<file path="config.mk">
export PLATFORM = sky130hd
export DESIGN_NAME = byte_pattern_scanner
export DESIGN_NICKNAME = d
export VERILOG_FILES = /design/src/bps_pkg.sv /design/src/bps_cell.sv /design/src/byte_pattern_scanner.sv
export VERILOG_INCLUDE_DIRS = /design/src /design/src/src
export SDC_FILE = /design/constraint.sdc
export NUM_CORES = 1
export LEC_CHECK = 0
export BUFFER_PORTS_ARGS = -buffer_cell sky130_fd_sc_hd__buf_2
export CAP_MARGIN = 0
export CORE_MARGIN = 3
export CORE_UTILIZATION = 42
export CTS_CLUSTER_SIZE = 30
export DETAILED_ROUTE_END_ITERATION = 12
export GPL_TIMING_DRIVEN = 0
export PLACE_DENSITY_LB_ADDON = 0.08
export REMOVE_ABC_BUFFERS = 1
export SLEW_MARGIN = 20
export SYNTH_ARGS = -nofsm -noshare
export SYNTH_HDL_FRONTEND = slang
export SYNTH_SLANG_ARGS = --single-unit
</file>
<file path="constraint.sdc">
create_clock -name clk -period 12.35 [get_ports clk]
set_input_delay 2.47 -clock clk [delete_from_list [all_inputs] [get_ports clk]]
set_output_delay 2.47 -clock clk [all_outputs]
set_load 0.005 [all_outputs]
</file>
<file path="src/byte_pattern_scanner_macros.svh">
// Assertion macros for the byte pattern scanner.
// Included by byte_pattern_scanner, which checks its own logic; no other dependencies.
`ifndef BYTE_PATTERN_SCANNER_MACROS_SVH
`define BYTE_PATTERN_SCANNER_MACROS_SVH
`ifndef SYNTHESIS
// same-cycle implication
`define BPS_ASSERT_NOW(lbl, clk, rst, ante, cons) \
  lbl: assert property (@(posedge clk) disable iff (rst) (ante) |-> (cons)) \
    else $error("bps check failed");
// next-cycle implication
`define BPS_ASSERT_NEXT(lbl, clk, rst, ante, cons) \
  lbl: assert property (@(posedge clk) disable iff (rst) (ante) |=> (cons)) \
    else $error("bps check failed");
`else
`define BPS_ASSERT_NOW(lbl, clk, rst, ante, cons)
`define BPS_ASSERT_NEXT(lbl, clk, rst, ante, cons)
`endif
`endif

</file>
<file path="src/bps_pkg.sv">
// Shared types and constants of the byte pattern scanner.
// No dependencies; used by bps_cell and byte_pattern_scanner.
package bps_pkg;

  localparam int BYTE_W      = 8;
  localparam int ADDR_W      = 48;
  localparam int COUNT_W     = 32;
  localparam int LEN_W       = 5;
  localparam int PAT_MAX     = 16;
  localparam int PAT_IDX_W   = 4;
  localparam int CFG_DATA_W  = 64;
  localparam int CFG_INDEX_W = 2;

  // configuration register indexes
  localparam logic [CFG_INDEX_W-1:0] CFG_PATTERN_LENGTH = 2'd0;
  localparam logic [CFG_INDEX_W-1:0] CFG_PATTERN_LOW    = 2'd1;
  localparam logic [CFG_INDEX_W-1:0] CFG_PATTERN_HIGH   = 2'd2;

  typedef logic [BYTE_W-1:0] byte_t;

  typedef struct packed {
    logic [BYTE_W-1:0] data_byte;
    logic [ADDR_W-1:0] byte_address;
    logic              region_first;
  } scan_item_t;

  typedef struct packed {
    logic               match_found;
    logic [ADDR_W-1:0]  match_address;
    logic [COUNT_W-1:0] match_count;
  } result_item_t;

  // per-cell compare control
  typedef struct packed {
    logic  active;
    byte_t target;
  } cell_ctrl_t;

endpackage

</file>
<file path="src/bps_cell.sv">
// One window cell: holds one byte of the sliding window and compares the byte
// moving into it with its pattern byte. Depends on bps_pkg.
module bps_cell (
  input  logic               clk,
  input  logic               load,
  input  bps_pkg::byte_t     byte_in,
  input  bps_pkg::cell_ctrl_t ctrl,
  output bps_pkg::byte_t     byte_out,
  output logic               hit
);

  bps_pkg::byte_t held;

  always_ff @(posedge clk) begin
    if (load) begin
      held <= byte_in;
    end
  end

  // inactive cells lie outside the pattern and always agree
  assign hit      = !ctrl.active || (byte_in == ctrl.target);
  assign byte_out = held;

endmodule

</file>
<file path="src/byte_pattern_scanner.sv">
// Byte pattern scanner: one result per byte, registered at the edge that takes
// the byte; it shows on the result port the next cycle.
// Throughput is one byte per cycle unless stalled; the cell row compares in parallel.
// A byte is taken while the result register is empty or being emptied.
// Reset clears pattern_length to 1, patterns, region fill, match count and result valid.
`include "byte_pattern_scanner_macros.svh"
module byte_pattern_scanner #(
  parameter int MAX_PATTERN = 16,
  parameter int ADDR_BITS   = 48
) (
  input  logic                                clk,
  input  logic                                rst,
  input  logic                                scan_valid,
  output logic                                scan_stall,
  input  bps_pkg::scan_item_t                 scan_item,
  output logic                                result_valid,
  input  logic                                result_stall,
  output bps_pkg::result_item_t               result_item,
  input  logic                                cfg_write,
  input  logic [bps_pkg::CFG_INDEX_W-1:0]     cfg_index,
  input  logic [bps_pkg::CFG_DATA_W-1:0]      cfg_data
);

  localparam int NCELL  = (MAX_PATTERN < bps_pkg::PAT_MAX) ? MAX_PATTERN : bps_pkg::PAT_MAX;
  localparam int FILL_W = $clog2(NCELL + 1);
  localparam int AW     = (ADDR_BITS < bps_pkg::ADDR_W) ? ADDR_BITS : bps_pkg::ADDR_W;

  localparam logic [FILL_W-1:0]         FILL_MAX = FILL_W'(NCELL);
  localparam logic [bps_pkg::LEN_W-1:0] LEN_CAP  = bps_pkg::LEN_W'(NCELL);

  // configuration registers
  logic [bps_pkg::LEN_W-1:0]      pattern_length;
  logic [bps_pkg::CFG_DATA_W-1:0] pattern_low;
  logic [bps_pkg::CFG_DATA_W-1:0] pattern_high;

  always_ff @(posedge clk) begin
    if (rst) begin
      pattern_length <= bps_pkg::LEN_W'(1);
      pattern_low    <= '0;
      pattern_high   <= '0;
    end else if (cfg_write) begin
      unique case (cfg_index)
        bps_pkg::CFG_PATTERN_LENGTH: pattern_length <= cfg_data[bps_pkg::LEN_W-1:0];
        bps_pkg::CFG_PATTERN_LOW:    pattern_low    <= cfg_data;
        bps_pkg::CFG_PATTERN_HIGH:   pattern_high   <= cfg_data;
        default: ;
      endcase
    end
  end

  bps_pkg::byte_t pattern_byte [bps_pkg::PAT_MAX];

  for (genvar p = 0; p < bps_pkg::PAT_MAX; p++) begin : g_pat
    if (p < 8) begin : g_lo
      assign pattern_byte[p] = pattern_low[8*p +: 8];
    end else begin : g_hi
      assign pattern_byte[p] = pattern_high[8*(p-8) +: 8];
    end
  end

  logic [bps_pkg::LEN_W-1:0] len_eff;
  assign len_eff = (pattern_length > LEN_CAP) ? LEN_CAP : pattern_length;

  // handshake
  logic accept;
  assign scan_stall = rst || (result_valid && result_stall);
  assign accept     = scan_valid && !scan_stall;

  // cell row: byte j of the window after this transfer is the byte entering cell j
  bps_pkg::byte_t      win [NCELL];
  bps_pkg::byte_t      win_in [NCELL];
  bps_pkg::cell_ctrl_t cell_ctrl [NCELL];
  logic [NCELL-1:0]    hit;

  for (genvar j = 0; j < NCELL; j++) begin : g_cell
    logic [bps_pkg::LEN_W-1:0] idx_full;

    assign idx_full = len_eff - bps_pkg::LEN_W'(1) - bps_pkg::LEN_W'(j);
    assign cell_ctrl[j].active = bps_pkg::LEN_W'(j) < len_eff;
    assign cell_ctrl[j].target = pattern_byte[idx_full[bps_pkg::PAT_IDX_W-1:0]];

    if (j == 0) begin : g_head
      assign win_in[j] = scan_item.data_byte;
    end else begin : g_link
      assign win_in[j] = win[j-1];
    end

    bps_cell u_cell (
      .clk      (clk),
      .load     (accept),
      .byte_in  (win_in[j]),
      .ctrl     (cell_ctrl[j]),
      .byte_out (win[j]),
      .hit      (hit[j])
    );
  end

  // region fill, saturating at the row length
  logic [FILL_W-1:0] fill;
  logic [FILL_W-1:0] fill_next;

  always_comb begin
    if (scan_item.region_first) begin
      fill_next = FILL_W'(1);
    end else if (fill < FILL_MAX) begin
      fill_next = fill + FILL_W'(1);
    end else begin
      fill_next = fill;
    end
  end

  always_ff @(posedge clk) begin
    if (rst) begin
      fill <= '0;
    end else if (accept) begin
      fill <= fill_next;
    end
  end

  logic found;
  assign found = (len_eff != '0) && (bps_pkg::LEN_W'(fill_next) >= len_eff) && (&hit);

  logic [AW-1:0] start_addr;
  assign start_addr = scan_item.byte_address[AW-1:0]
                    - AW'(len_eff - bps_pkg::LEN_W'(1));

  // match count and result register
  logic [bps_pkg::COUNT_W-1:0] match_cnt;
  logic [bps_pkg::COUNT_W-1:0] match_cnt_next;

  assign match_cnt_next = (found && (match_cnt != '1)) ? match_cnt + 1'b1 : match_cnt;

  always_ff @(posedge clk) begin
    if (rst) begin
      match_cnt <= '0;
    end else if (accept) begin
      match_cnt <= match_cnt_next;
    end
  end

  always_ff @(posedge clk) begin
    if (rst) begin
      result_valid <= 1'b0;
    end else if (accept) begin
      result_valid <= 1'b1;
    end else if (!result_stall) begin
      result_valid <= 1'b0;
    end
  end

  always_ff @(posedge clk) begin
    if (accept) begin
      result_item.match_found   <= found;
      result_item.match_address <= found ? bps_pkg::ADDR_W'(start_addr) : '0;
      result_item.match_count   <= match_cnt_next;
    end
  end

  `BPS_ASSERT_NOW(a_found_counts, clk, rst, result_valid && result_item.match_found, result_item.match_count != '0)
  `BPS_ASSERT_NOW(a_miss_addr_zero, clk, rst, result_valid && !result_item.match_found, result_item.match_address == '0)
  `BPS_ASSERT_NEXT(a_miss_holds_count, clk, rst, accept && !found, match_cnt == $past(match_cnt))
  `BPS_ASSERT_NOW(a_full_stalls, clk, rst, result_valid && result_stall, scan_stall)
  `BPS_ASSERT_NOW(a_fill_bound, clk, rst, 1'b1, fill <= FILL_MAX)

endmodule
</file>
Yosys cells after proc, flatten, opt, wreduce, memory -nomap -nowiden

Cells that the tools add are included.

Output and inout port bits: 83
Memories: 0
Register bits: 372
Latch bits: 0
Input bits: 128
Word-level logic and storage cells: 214
RAM bits: 0
ROM bits: 0

Magnitude comparators: 35
Multipliers: 0
Reduce and logical (&&, ||, !) cells: 45
$add $sub $neg: 20
Divide/modulo/power cells: 0
Eq/ne operators: 20
Muxes and demuxes: 54
Shift-type cells: 0
Bitwise logic cells: 16

Operator list:

| cell                                                                        | number |
|---|---|
| 8-bit binary-select mux with 4-bit select                                   | 16 |
| 8-bit two-way mux                                                           | 32 |
| 8-bit equality test                                                         | 16 |
| 5-bit greater-or-equal comparator, second input constant                    | 16 |
| 4-bit inverter with 5-bit output                                            | 16 |
| 48-bit subtractor                                                           | 1 |
| 4-bit by 5-bit less-than comparator with 1-bit output, first input constant | 8 |
| 32-bit by 1-bit adder with 32-bit output, second input constant             | 1 |
| 32-bit two-way mux                                                          | 1 |
| 32-bit inequality test, second input constant                               | 1 |
| 4-bit subtractor, second input constant                                     | 8 |
| 3-bit by 5-bit less-than comparator with 1-bit output, first input constant | 4 |
| 1-bit zero test                                                             | 17 |
| 1-bit logical OR                                                            | 17 |
| 16-bit AND reduction                                                        | 1 |
| 4-bit by 3-bit subtractor with 4-bit output, second input constant          | 4 |
| 5-bit two-way mux                                                           | 3 |
| 1-bit by 5-bit less-than comparator with 1-bit output, first input constant | 2 |
| 2-bit by 5-bit less-than comparator with 1-bit output, first input constant | 2 |
| 4-bit by 1-bit subtractor with 4-bit output, second input constant          | 2 |
| 4-bit by 2-bit subtractor with 4-bit output, second input constant          | 2 |
| 2-bit AND reduction                                                         | 3 |
| 5-bit by 1-bit subtractor with 6-bit output, second input constant          | 1 |
| 5-bit by 1-bit adder with 5-bit output, second input constant               | 1 |
| other kinds (10)                                                            | 15 |

Logic depth before layout (Yosys ltp)

Gate-level depths: netlist (run 1).

Depth after elaboration: 14
Depth in mapped cells: 26

Hierarchy

A second synthesis (run 1) with hierarchy kept.

Cells, all modules: 2276
Area, all modules: 23481.3 um^2

By module, submodules not included:

| module               | cells an instance | sequential area each (um^2) | times used | area an instance (um^2) |
|---|---|---|---|---|
| byte_pattern_scanner | 1972              | 5855.6                      | 1          | 18236.2 |
| bps_cell             | 19                | 240.2                       | 16         | 327.8 |

Least setup slack after synthesis (run 1)

OpenSTA, ideal clock, no wires.

Kind: input port to flip-flop
Start point: input port rst
End point: register g_cell[0].u_cell.held[0], enable pin
Setup slack: -58 ps
Required time: 11583 ps
Stages: 5
Path buffers: 4
Data arrival time: 11641 ps
Cell sequence: clkbuf_1 -> buf_1 -> clkbuf_1 -> clkbuf_1 -> nor2_1

Cells in the longest elaborated chain, start to end: 3

Ends and longest elaborated chain:

| what                   | line                       | text |
|---|---|---|
| start: declaration     | byte_pattern_scanner.sv:12 | `input logic rst,` |
| 1-bit logical OR       | byte_pattern_scanner.sv:66 | `assign scan_stall = rst \|\| (result_valid && result_stall);` |
| 1-bit zero test        | byte_pattern_scanner.sv:67 | `assign accept = scan_valid && !scan_stall;` |
| 1-bit logical AND      | byte_pattern_scanner.sv:67 |  |
| net accept             | byte_pattern_scanner.sv:65 | `logic accept;` |
| end signal: assignment | bps_cell.sv:16             | `held <= byte_in;` |
| end: declaration       | bps_cell.sv:12             | `bps_pkg::byte_t held;` |

The timed path passes the listed nets, and every way through them passes these cells.
A chain may end at the register's enable or synchronous reset.

Final worst setup path (run 1)

Start point: register pattern_length[4] (netlist bit)
End point: register result_item[78] (netlist bit) (data pin)

Cells in the longest elaborated chain, start to end: 12
Elaborated cells between the ends (all ways): 153
Classes of those cells: add/sub: 18; order compare: 18; eq/ne: 16; mux: 49; bitwise: 16; reduce/logical: 36

Ends and longest elaborated chain:

| what                                                                | line                        | text |
|---|---|---|
| start: declaration                                                  | byte_pattern_scanner.sv:32  | `logic [bps_pkg::LEN_W-1:0] pattern_length;` |
| start signal: assignment                                            | byte_pattern_scanner.sv:38  | `pattern_length <= bps_pkg::LEN_W'(1);` |
| start signal: assignment                                            | byte_pattern_scanner.sv:43  | `bps_pkg::CFG_PATTERN_LENGTH: pattern_length <= cfg_data[bps_pkg::LEN_W-1:0];` |
| 5-bit greater-than comparator                                       | byte_pattern_scanner.sv:62  | `assign len_eff = (pattern_length > LEN_CAP) ? LEN_CAP : pattern_length;` |
| 5-bit two-way mux (*)                                               | byte_pattern_scanner.sv:62  |  |
| 4-bit by 1-bit subtractor with 4-bit output                         | byte_pattern_scanner.sv:78  | `assign idx_full = len_eff - bps_pkg::LEN_W'(1) - bps_pkg::LEN_W'(j);` |
| 4-bit by 1-bit subtractor with 4-bit output (tied with other cells) | byte_pattern_scanner.sv:78  |  |
| 4-bit inverter with 5-bit output (not written as such)              | byte_pattern_scanner.sv:80  | `assign cell_ctrl[j].target = pattern_byte[idx_full[bps_pkg::PAT_IDX_W-1:0]];` |
| 8-bit binary-select mux with 4-bit select                           | byte_pattern_scanner.sv:80  |  |
| 8-bit two-way mux (not written as such) (2 in series)               | byte_pattern_scanner.sv:80  |  |
| 8-bit equality test                                                 | bps_cell.sv:21              | `assign hit = !ctrl.active \|\| (byte_in == ctrl.target);` |
| 1-bit logical OR                                                    | bps_cell.sv:21              |  |
| 16-bit AND reduction                                                | byte_pattern_scanner.sv:121 | `assign found = (len_eff != '0) && (bps_pkg::LEN_W'(fill_next) >= len_eff) && (&hit);` |
| 1-bit logical AND                                                   | byte_pattern_scanner.sv:121 |  |
| end: declaration                                                    | byte_pattern_scanner.sv:18  | `output bps_pkg::result_item_t result_item,` |

Mark *: on every way between the ends. The rest lies on a longest branch, timed or not. The select of a mux whose other input is x is not followed.

==> impl_metrics.yaml, run 1 <==
outcome:
  status: "completed"
finish:
  stdcell_count: 3507
  fin_nets: 2866
  synthToLayoutAreaGrowth_pct: 14.7
  layout-drive-gt1-share_pct: 20.2
  post-route-util_pct: 48.9
clock_network:
  cts_tree: "done"
  cts_made_buffers: 46
  clk_path_buf_depth: 3
  clk_pin_slew_worst_paths_ns: 0.06
  cts.sink_count: 372
  cts_hold_buf: 0
  clk_latency_ns: 0.60
  post-cts-setup-buffers: 0
  cts_resized: 0
  clockRootBuffer: "clkbuf_16"
  h-tree-depth: 2
floorplan:
  design.die.area_um2: 64700
  ioPinCount: 211
  die_y_um: 254
  start_util_pct: 42.7
  rows: 90
  fp.dieW_um: 254
  core_region_area_um2: 60700
timing:
  slew_headroom_pct: 25.3
  tns_ns: 0
  period_share_pct: 65.0
  min_period_ns: 8.03
  rsz0062_at_grt: "no"
  timing.fmax_mhz: 125
  setup_viol: 0
  final_hold_viol_count: 0
  hold_ws_ns: 0.465
  final.setup.worst_slack_ns: 4.32
  slew_viol_final: 0
  skew_ns: 0.0245
  worst_slew_pin_slew_ns: 1.11
global_route:
  grt_pass1_vias: 20813
  met1_usage_pct: 35.1
  overflow: 0
  met2_usage_pct: 42.0
  antenna_found_initial: 7
  grt.total_usage_pct: 25.6
  grt_pass1_wl_um: 127000
  grtUsageMet3_pct: 3.97
  grt_start_max_net_pins: 128
  top_usage_layer: "met2"
setup_path:
  endpoint_kind: "flip-flop"
  reg2reg_depth: 21
  critPathKind: "flip-flop to flip-flop"
  worstPathArrival_ns: 8.44
  required_ns: 12.76
  regToRegSetupSlack_ns: 4.32
  crit_path_max_fanout: 69
  startpoint_type: "flip-flop"
placed_design:
  placed_cells: 3415
  hpwl_um: 62500
  gp_congestion: 0.898
  portBuffers: 210
  place_ws_ns: 4.42
synth:
  netlist_top_cells_area: "edfxtp_1 23%, dfxtp_1 13%, mux2i_1 12%"
  synth_warnings: 0
  synth_flop_cell: "edfxtp_1"
  synth_top_area_share_pct: 23.3
  ys_seq_area_share_pct: 36.5
  ys_ff_latch: 372
  synth_cell_types: 89
  synth-edff-count: 201
  synth_top_area_cell: "edfxtp_1"
  avgSynthCellArea_um2: 10.1
  netlist_instances: 2552
  synthArstFlopShare_pct: 0
  syn_area_um2: 25900
detailed_routing:
  routed_wl_um: 83800
  vias: 21109
  first_pass_iters: 5
  wl_per_cell_um: 23.9
  first_iter_violations: 1794
  drc_errors: 0
  vias_per_cell: 6.02
  drtAntennaViolNets: 0
worst_hold_path:
  whs_path_depth: 0
  hp-class: "flip-flop to flip-flop"
flow_run:
  max_cap_violations: 0
power:
  p_leak_nw: 11.0
  ir_drop_v: 0.0000834
  pwr_density_cell_nw_per_um2: 120
-- registers in the layout, indices dropped and copies added, names as in the netlist --
register and cells:
result_valid 1, pattern_high 64, g_cell.u_cell.byte_out 120, result_item 81, pattern_length 5, pattern_low 64, match_cnt 32, fill 5
-- routing by layer --
layer / routed length [um] / part of all wire, %
met5: 13 / 0.016
met1: 36500 / 44
met3: 6000 / 7.2
met4: 2060 / 2.5
met2: 39200 / 47
-- layout by cell type, fill, tap and decap left out, drive strengths merged, types with 35 or more instances in the layout --
master and instances:
clkbuf 67, xor2 102, nand2 357, buf 258, xnor2 107, mux4 122, mux2 40, a21oi 215
o21ai 49, ha 57, nor4 39, nor2 137, nor2b 37, nor3 60, dfxtp 171, edfxtp 201
mux2i 301, inv 35, nand3 42
-- final timing paths --
kind / start / to
setup / recovery: pattern_length[4] / result_item[78]
hold / removal: g_cell[0].u_cell.byte_out[3] / g_cell[1].u_cell.byte_out[3]
setup reg to reg: pattern_length[4] / result_item[78]
hold reg to reg: g_cell[0].u_cell.byte_out[3] / g_cell[1].u_cell.byte_out[3]
-- cells in the mapped netlist, types with 11 or more instances --
cell and instances:
nand2_1 356, mux2i_1 299, a21oi_1 215, edfxtp_1 201, dfxtp_1 171, nor2_1 135
mux4_2 122, xnor2_1 103, xor2_1 102, clkbuf_1 84, ha_1 57, nor3_1 57
o21ai_0 47, buf_2 43, nand3_1 42, mux2_2 37, nor2b_1 37, a21o_1 32
inv_1 32, nor4_1 28, nand4_1 20, buf_4 19, buf_1 18, or3_1 18
o22ai_1 15, a211oi_1 14, a31oi_1 14, and3_1 14, buf_6 13, nand2b_1 12
o21a_1 12, nor4_2 11
-- power breakdown --
group          switching (W)  total (W)  internal [W]
logic               0.000492   0.000840      0.000348
registers          0.0000416    0.00139       0.00135
clock network       0.000552    0.00132      0.000773
total                0.00109    0.00355       0.00247
-- worst max-delay path, cell delays in order (launching register included) --
cell and delay (ns):
dfxtp_2 0.62, buf_16 0.24, nand2b_4 0.53, buf_16 0.31, ha_1 0.59, inv_1 0.27
xnor2_4 0.41, buf_8 0.22, buf_16 0.19, buf_16 0.18, a211oi_4 0.07, xnor2_4 0.79
mux2i_1 0.28, xnor2_1 0.43, nand4_1 0.28, o32ai_1 0.23, o2111ai_1 0.16, or4_4 0.54
buf_16 0.21, or2_2 0.58, buf_12 0.27, nor4b_2 0.27
-- area by class of cell --
cell class | count | area (um^2)
Fill cell | 5679 | 31000
Multi-Input combinational cell | 1967 | 15500
Sequential cell | 372 | 9470
Timing Repair Buffer | 258 | 2100
Clock buffer | 67 | 1380
Tap cell | 782 | 978
Inverter | 36 | 144
Clock inverter | 18 | 98.8
Antenna cell | 7 | 17.5
-- metrics by stage --
step / area [um^2] / total power [W]
floorplan: 25000 / 0.00193
global placement: 27000 / 0.00220
detailed placement: 28200 / 0.00224
CTS: 29700 / 0.00358
global route: 29700 / 0.00369
finish: 29700 / 0.00355
-- logic make-up (layout without fill, tap and decap cells) --
logic type	after synthesis	count (layout)	synth area share, %
xor+xnor	211	211	7.45
simple gates	784	784	14.4
mux	463	463	24.0
buf+inv	213	379	3.98
fa+ha+maj	58	58	2.79
compound gates	451	451	10.8
other cells	0	7	0
flops	372	372	36.5
Power figures use the tool's default switching activity.
==> run 2, diff against run 1 <==
==> constraint.sdc (replaced) <==
create_clock -name clk -period 8.1 [get_ports clk]
set_input_delay 1.62 -clock clk [delete_from_list [all_inputs] [get_ports clk]]
set_output_delay 1.62 -clock clk [all_outputs]
set_load 0.005 [all_outputs]
==> impl_metrics.yaml, run 2 (same netlist as run 1, synthesis figures left out) <==
finish:
  final_common_cell: "nand2_1"
  layout-drive-gt1-share_pct: 20.5
  nFillCells: 5665
  largest_reg_flops: 120
  fin_nets: 2875
  synthToLayoutAreaGrowth_pct: 15.0
  stdcell_count: 3515
  mostFrequentLayoutCells: "356 x nand2_1, 299 x mux2i_1, 215 x a21oi_1"
floorplan:
  rows: 90
  core_region_area_um2: 60700
  fp.dieW_um: 254
  die_y_um: 254
  design.die.area_um2: 64700
  ioPinCount: 211
  start_util_pct: 42.7
global_route:
  grt_pass1_vias: 20813
  overflow: 0
  grt.total_usage_pct: 25.6
  grt_pass1_wl_um: 127000
  grt_start_max_net_pins: 128
  antenna_found_initial: 7
clock_network:
  cts_tree: "done"
  clk_path_buf_depth: 3
  cts_made_buffers: 46
  clockRootBuffer: "clkbuf_16"
  cts_hold_buf: 0
  h-tree-depth: 2
  clk_pin_slew_worst_paths_ns: 0.06
  cts.sink_count: 372
  clk_latency_ns: 0.60
detailed_routing:
  vias: 21129
  routed_wl_um: 83900
  drtAntennaViolNets: 0
  vias_per_cell: 6.01
  drc_errors: 0
  first_iter_violations: 1669
  wl_per_cell_um: 23.9
  first_pass_iters: 5
timing:
  setup_viol: 0
  hold_ws_ns: 0.460
  skew_ns: 0.0233
  final.setup.worst_slack_ns: 0.218
  tns_ns: 0
  min_period_ns: 7.88
  slew_viol_final: 0
  slew_headroom_pct: 25.3
  period_share_pct: 97.3
  final_hold_viol_count: 0
  timing.fmax_mhz: 127
  worst_slew_pin_slew_ns: 1.11
placed_design:
  placed_cells: 3415
  gp_congestion: 0.898
  place_ws_ns: 0.173
  hpwl_um: 62500
  portBuffers: 210
power:
  p_leak_nw: 11.1
  ir_drop_v: 0.000126
  pwr_density_cell_nw_per_um2: 183
  power_w: 0.00545
worst_hold_path:
  hp-class: "flip-flop to flip-flop"
  whs_path_depth: 0
flow_run:
  max_cap_violations: 0
setup_path:
  worstPathArrival_ns: 8.29
  startpoint_type: "flip-flop"
  critPathKind: "flip-flop to flip-flop"
  endpoint_kind: "flip-flop"
  required_ns: 8.51
  crit_path_max_fanout: 69
  reg2reg_depth: 19
outcome:
  status: "completed"
## run 2: changes by cell type in the layout (fill, tap and decap cells not counted), sizes merged
cell   before  now
diode       7    6
buf       258  267
## run 2: repair_timing
item / CTS / global route
buffers inserted: 0 / 9
setup endpoints to repair: 0 / 27
gates resized for setup: 0 / 1
## run 2: critical path: stages, from the launching register on
cell and delay (ns):
dfxtp_2 0.46, buf_16 0.24, nor2b_4 0.31, buf_16 0.22, inv_2 0.20, buf_12 0.24, ha_2 0.63, clkinv_1 1.00
xnor2_1 1.03, mux2i_1 0.35, mux2i_1 0.13, xnor2_1 0.38, nand4_1 0.22, nor4_1 0.30, o221ai_1 0.16, or3_4 0.37
buf_16 0.20, or2_2 0.56, buf_12 0.27, nor4b_2 0.27
## run 2: path summary, 6_finish.rpt
check                           slack (ns)                    startpoint                      endpoint
worst min-delay path                  0.46  g_cell[0].u_cell.byte_out[3]  g_cell[1].u_cell.byte_out[3]
worst min register to register        0.46  g_cell[0].u_cell.byte_out[3]  g_cell[1].u_cell.byte_out[3]
worst max register to register        0.22             pattern_length[4]               result_item[78]
worst max-delay path                  0.22             pattern_length[4]               result_item[78]
## run 2: layout make-up
type | count | area (um^2) | area share (%)
repair buffers | 267 | 2190 | 7.36
clock inverters | 18 | 98.8 | 0.332
well taps | 782 | 978 | 3.29
clock buffers | 67 | 1380 | 4.63
flip-flops and latches | 372 | 9470 | 31.8
multi-input cells | 1967 | 15500 | 52.1
diodes | 6 | 15.0 | 0.0504
inverters | 36 | 144 | 0.483
## run 2: report_power, final
| group | switching, W | total [W] | internal, W |
|---|---|---|---|
| logic | 0.000757 | 0.00131 | 0.000553 |
| clock network | 0.000845 | 0.00202 | 0.00118 |
| registers | 0.0000634 | 0.00211 | 0.00205 |
| total | 0.00166 | 0.00545 | 0.00378 |
## run 2: stage by stage
| step | util, % | instance area [um^2] |
|---|---|---|
| floorplan | - | 25000 |
| global placement | 44.5 | 27000 |
| detailed placement | 46.5 | 28200 |
| CTS | 48.9 | 29700 |
| global route | 49.1 | 29800 |
| finish | 49.1 | 29800 |
## run 2: metal layers
| layer | vias to the layer above | GRT usage, % | share of wire (%) |
|---|---|---|---|
| li1 | 9777 | - | - |
| met1 | 10522 | 35.1 | 44 |
| met2 | 722 | 42.0 | 47 |
| met3 | 106 | 3.97 | 7.1 |
| met4 | 2 | 7.54 | 2.4 |
| met5 | - | 0 | 0.015 |
==> run 3, diff against run 2 <==
==> constraint.sdc (replaced) <==
create_clock -name clk -period 6.4 [get_ports clk]
set_input_delay 1.28 -clock clk [delete_from_list [all_inputs] [get_ports clk]]
set_output_delay 1.28 -clock clk [all_outputs]
set_load 0.005 [all_outputs]
==> impl_metrics.yaml, run 3 (same netlist as run 1, synthesis figures left out) <==
finish:
  fin_nets: 2907
  post-route-util_pct: 49.8
  multi_input_area_um2: 15600
  nFillCells: 5644
  final_common_cell: "nand2_1"
  seqCellArea_um2: 9470
  synthToLayoutAreaGrowth_pct: 16.7
  largest_reg_flops: 120
  final_area_um2: 30200
  mostFrequentLayoutCells: "356 x nand2_1, 299 x mux2i_1, 215 x a21oi_1"
  layout-drive-gt1-share_pct: 21.7
timing:
  tns_ns: 0
  period_share_pct: 95.7
  skew_ns: 0.0265
  slew_viol_final: 0
  slew_headroom_pct: 26.2
  min_period_ns: 6.12
  final_hold_viol_count: 0
  worst_slew_pin_slew_ns: 1.08
  final.setup.worst_slack_ns: 0.278
  rsz0062_at_grt: "no"
  setup_viol: 0
  timing.fmax_mhz: 163
outcome:
  status: "completed"
setup_path:
  crit_path_max_fanout: 83
  worstPathArrival_ns: 6.53
  reg2reg_depth: 19
  cp_slowest_cell: "or4_1"
  max_stage_delay_ns: 0.58
  critPathKind: "flip-flop to flip-flop"
  regToRegSetupSlack_ns: 0.28
  crit_path_cell_trace: "buf_16, nand2b_4, buf_4, buf_16, inv_16, ha_1, xnor3_4, buf_12, mux4_2, a211oi_1, a2111oi_0, or4_1, nor4_1, a221oi_1, or3_4, buf_16, or2_4, buf_12, nor4b_2"
  endpoint_kind: "flip-flop"
  cp.buffers_inverters: 7
  critPathTopFamily: "simple AND/OR/NAND/NOR gates"
  startpoint_type: "flip-flop"
  crit_path_frequent_cell: "buf_16"
  rr_startpoint: "pattern_length[4]"
  rr_endpoint: "result_item[78]"
  required_ns: 6.81
global_route:
  grt_pass1_vias: 20942
  grt_start_max_net_pins: 128
  grt.total_usage_pct: 26.0
  overflow: 0
  antenna_found_initial: 7
  grt_pass1_wl_um: 129000
clock_network:
  cts.sink_count: 372
  cts_tree: "done"
  cts_hold_buf: 0
  clk_pin_slew_worst_paths_ns: 0.06
  h-tree-depth: 2
  clk_latency_ns: 0.60
  clockRootBuffer: "clkbuf_16"
  clk_path_buf_depth: 3
  cts_made_buffers: 46
worst_hold_path:
  hp-class: "flip-flop to flip-flop"
  hold_start: "g_cell[0].u_cell.byte_out[3]"
  whs_path_depth: 0
  whs_endpoint: "g_cell[1].u_cell.byte_out[3]"
placed_design:
  placed_cell_area_um2: 28200
  portBuffers: 210
  hpwl_um: 62500
  place_ws_ns: -1.53
  gp_congestion: 0.898
floorplan:
  start_util_pct: 42.7
  design.die.area_um2: 64700
  core_region_area_um2: 60700
  rows: 90
  fp.dieW_um: 254
  ioPinCount: 211
  die_y_um: 254
detailed_routing:
  drtAntennaViolNets: 0
  routed_wl_um: 85800
  first_pass_iters: 5
  first_iter_violations: 1734
  vias: 21431
  drc_errors: 0
  vias_per_cell: 6.04
  wl_per_cell_um: 24.2
power:
  p_leak_nw: 11.3
  pwr_density_cell_nw_per_um2: 231
  ir_drop_v: 0.000162
flow_run:
  max_cap_violations: 0
## run 3: metal layers
| layer | global-route usage (%) | wire length (um) | up-vias |
|---|---|---|---|
| li1 | - | - | 9841 |
| met1 | 35.5 | 37100 | 10687 |
| met2 | 42.9 | 40500 | 797 |
| met3 | 4.11 | 6260 | 104 |
| met4 | 7.16 | 1840 | 2 |
| met5 | 0 | 13 | - |
## run 3: repair_timing
action                                  CTS  global route
cloned                                    1             2
pin swaps                                 6             3
hold endpoints to repair                  0             0
buffers inserted                         22            16
resized for setup                        17             6
endpoints found under the setup margin  113            36
## run 3: stage by stage
stage	power (W)	hold slack, ns	cells
finish	0.00697	0.460	3550
CTS	0.00698	0.458	3523
global route	0.00724	0.473	3546
floorplan	0.00373	0.435	2375
detailed placement	0.00433	0.452	3415
global placement	0.00425	0.450	3367
## run 3: final cells by class
type	count	area share, %
multi-input combinational	1969	51.6
clock inverter	18	0.327
antenna	9	0.0745
clock buffer	67	4.56
tap	782	3.24
timing repair buffer	297	8.36
inverter	36	0.559
sequential	372	31.3
## run 3: worst max path at each step
stage                 startpoint               to  slack [ns]  cells past startpoint
2_1_floorplan  pattern_length[1]  result_item[34]       -6.54                     16
3_3_place_gp   pattern_length[1]  result_item[42]      -14.49                     15
3_5_place_dp   pattern_length[4]  result_item[78]       -1.53                     21
4_1_cts        pattern_length[4]  result_item[78]        0.04                     19
5_1_grt        pattern_length[4]  result_item[78]       0.002                     21
6_report       pattern_length[4]  result_item[78]        0.28                     19
## run 3: report_power, final
group	total, W	leakage (nW)	internal, W	switching, W
clock	0.00256	0.733	0.00149	0.00107
sequential	0.00268	3.28	0.00260	0.0000803
combinational	0.00174	7.27	0.000747	0.000989
total	0.00697	11.3	0.00483	0.00214
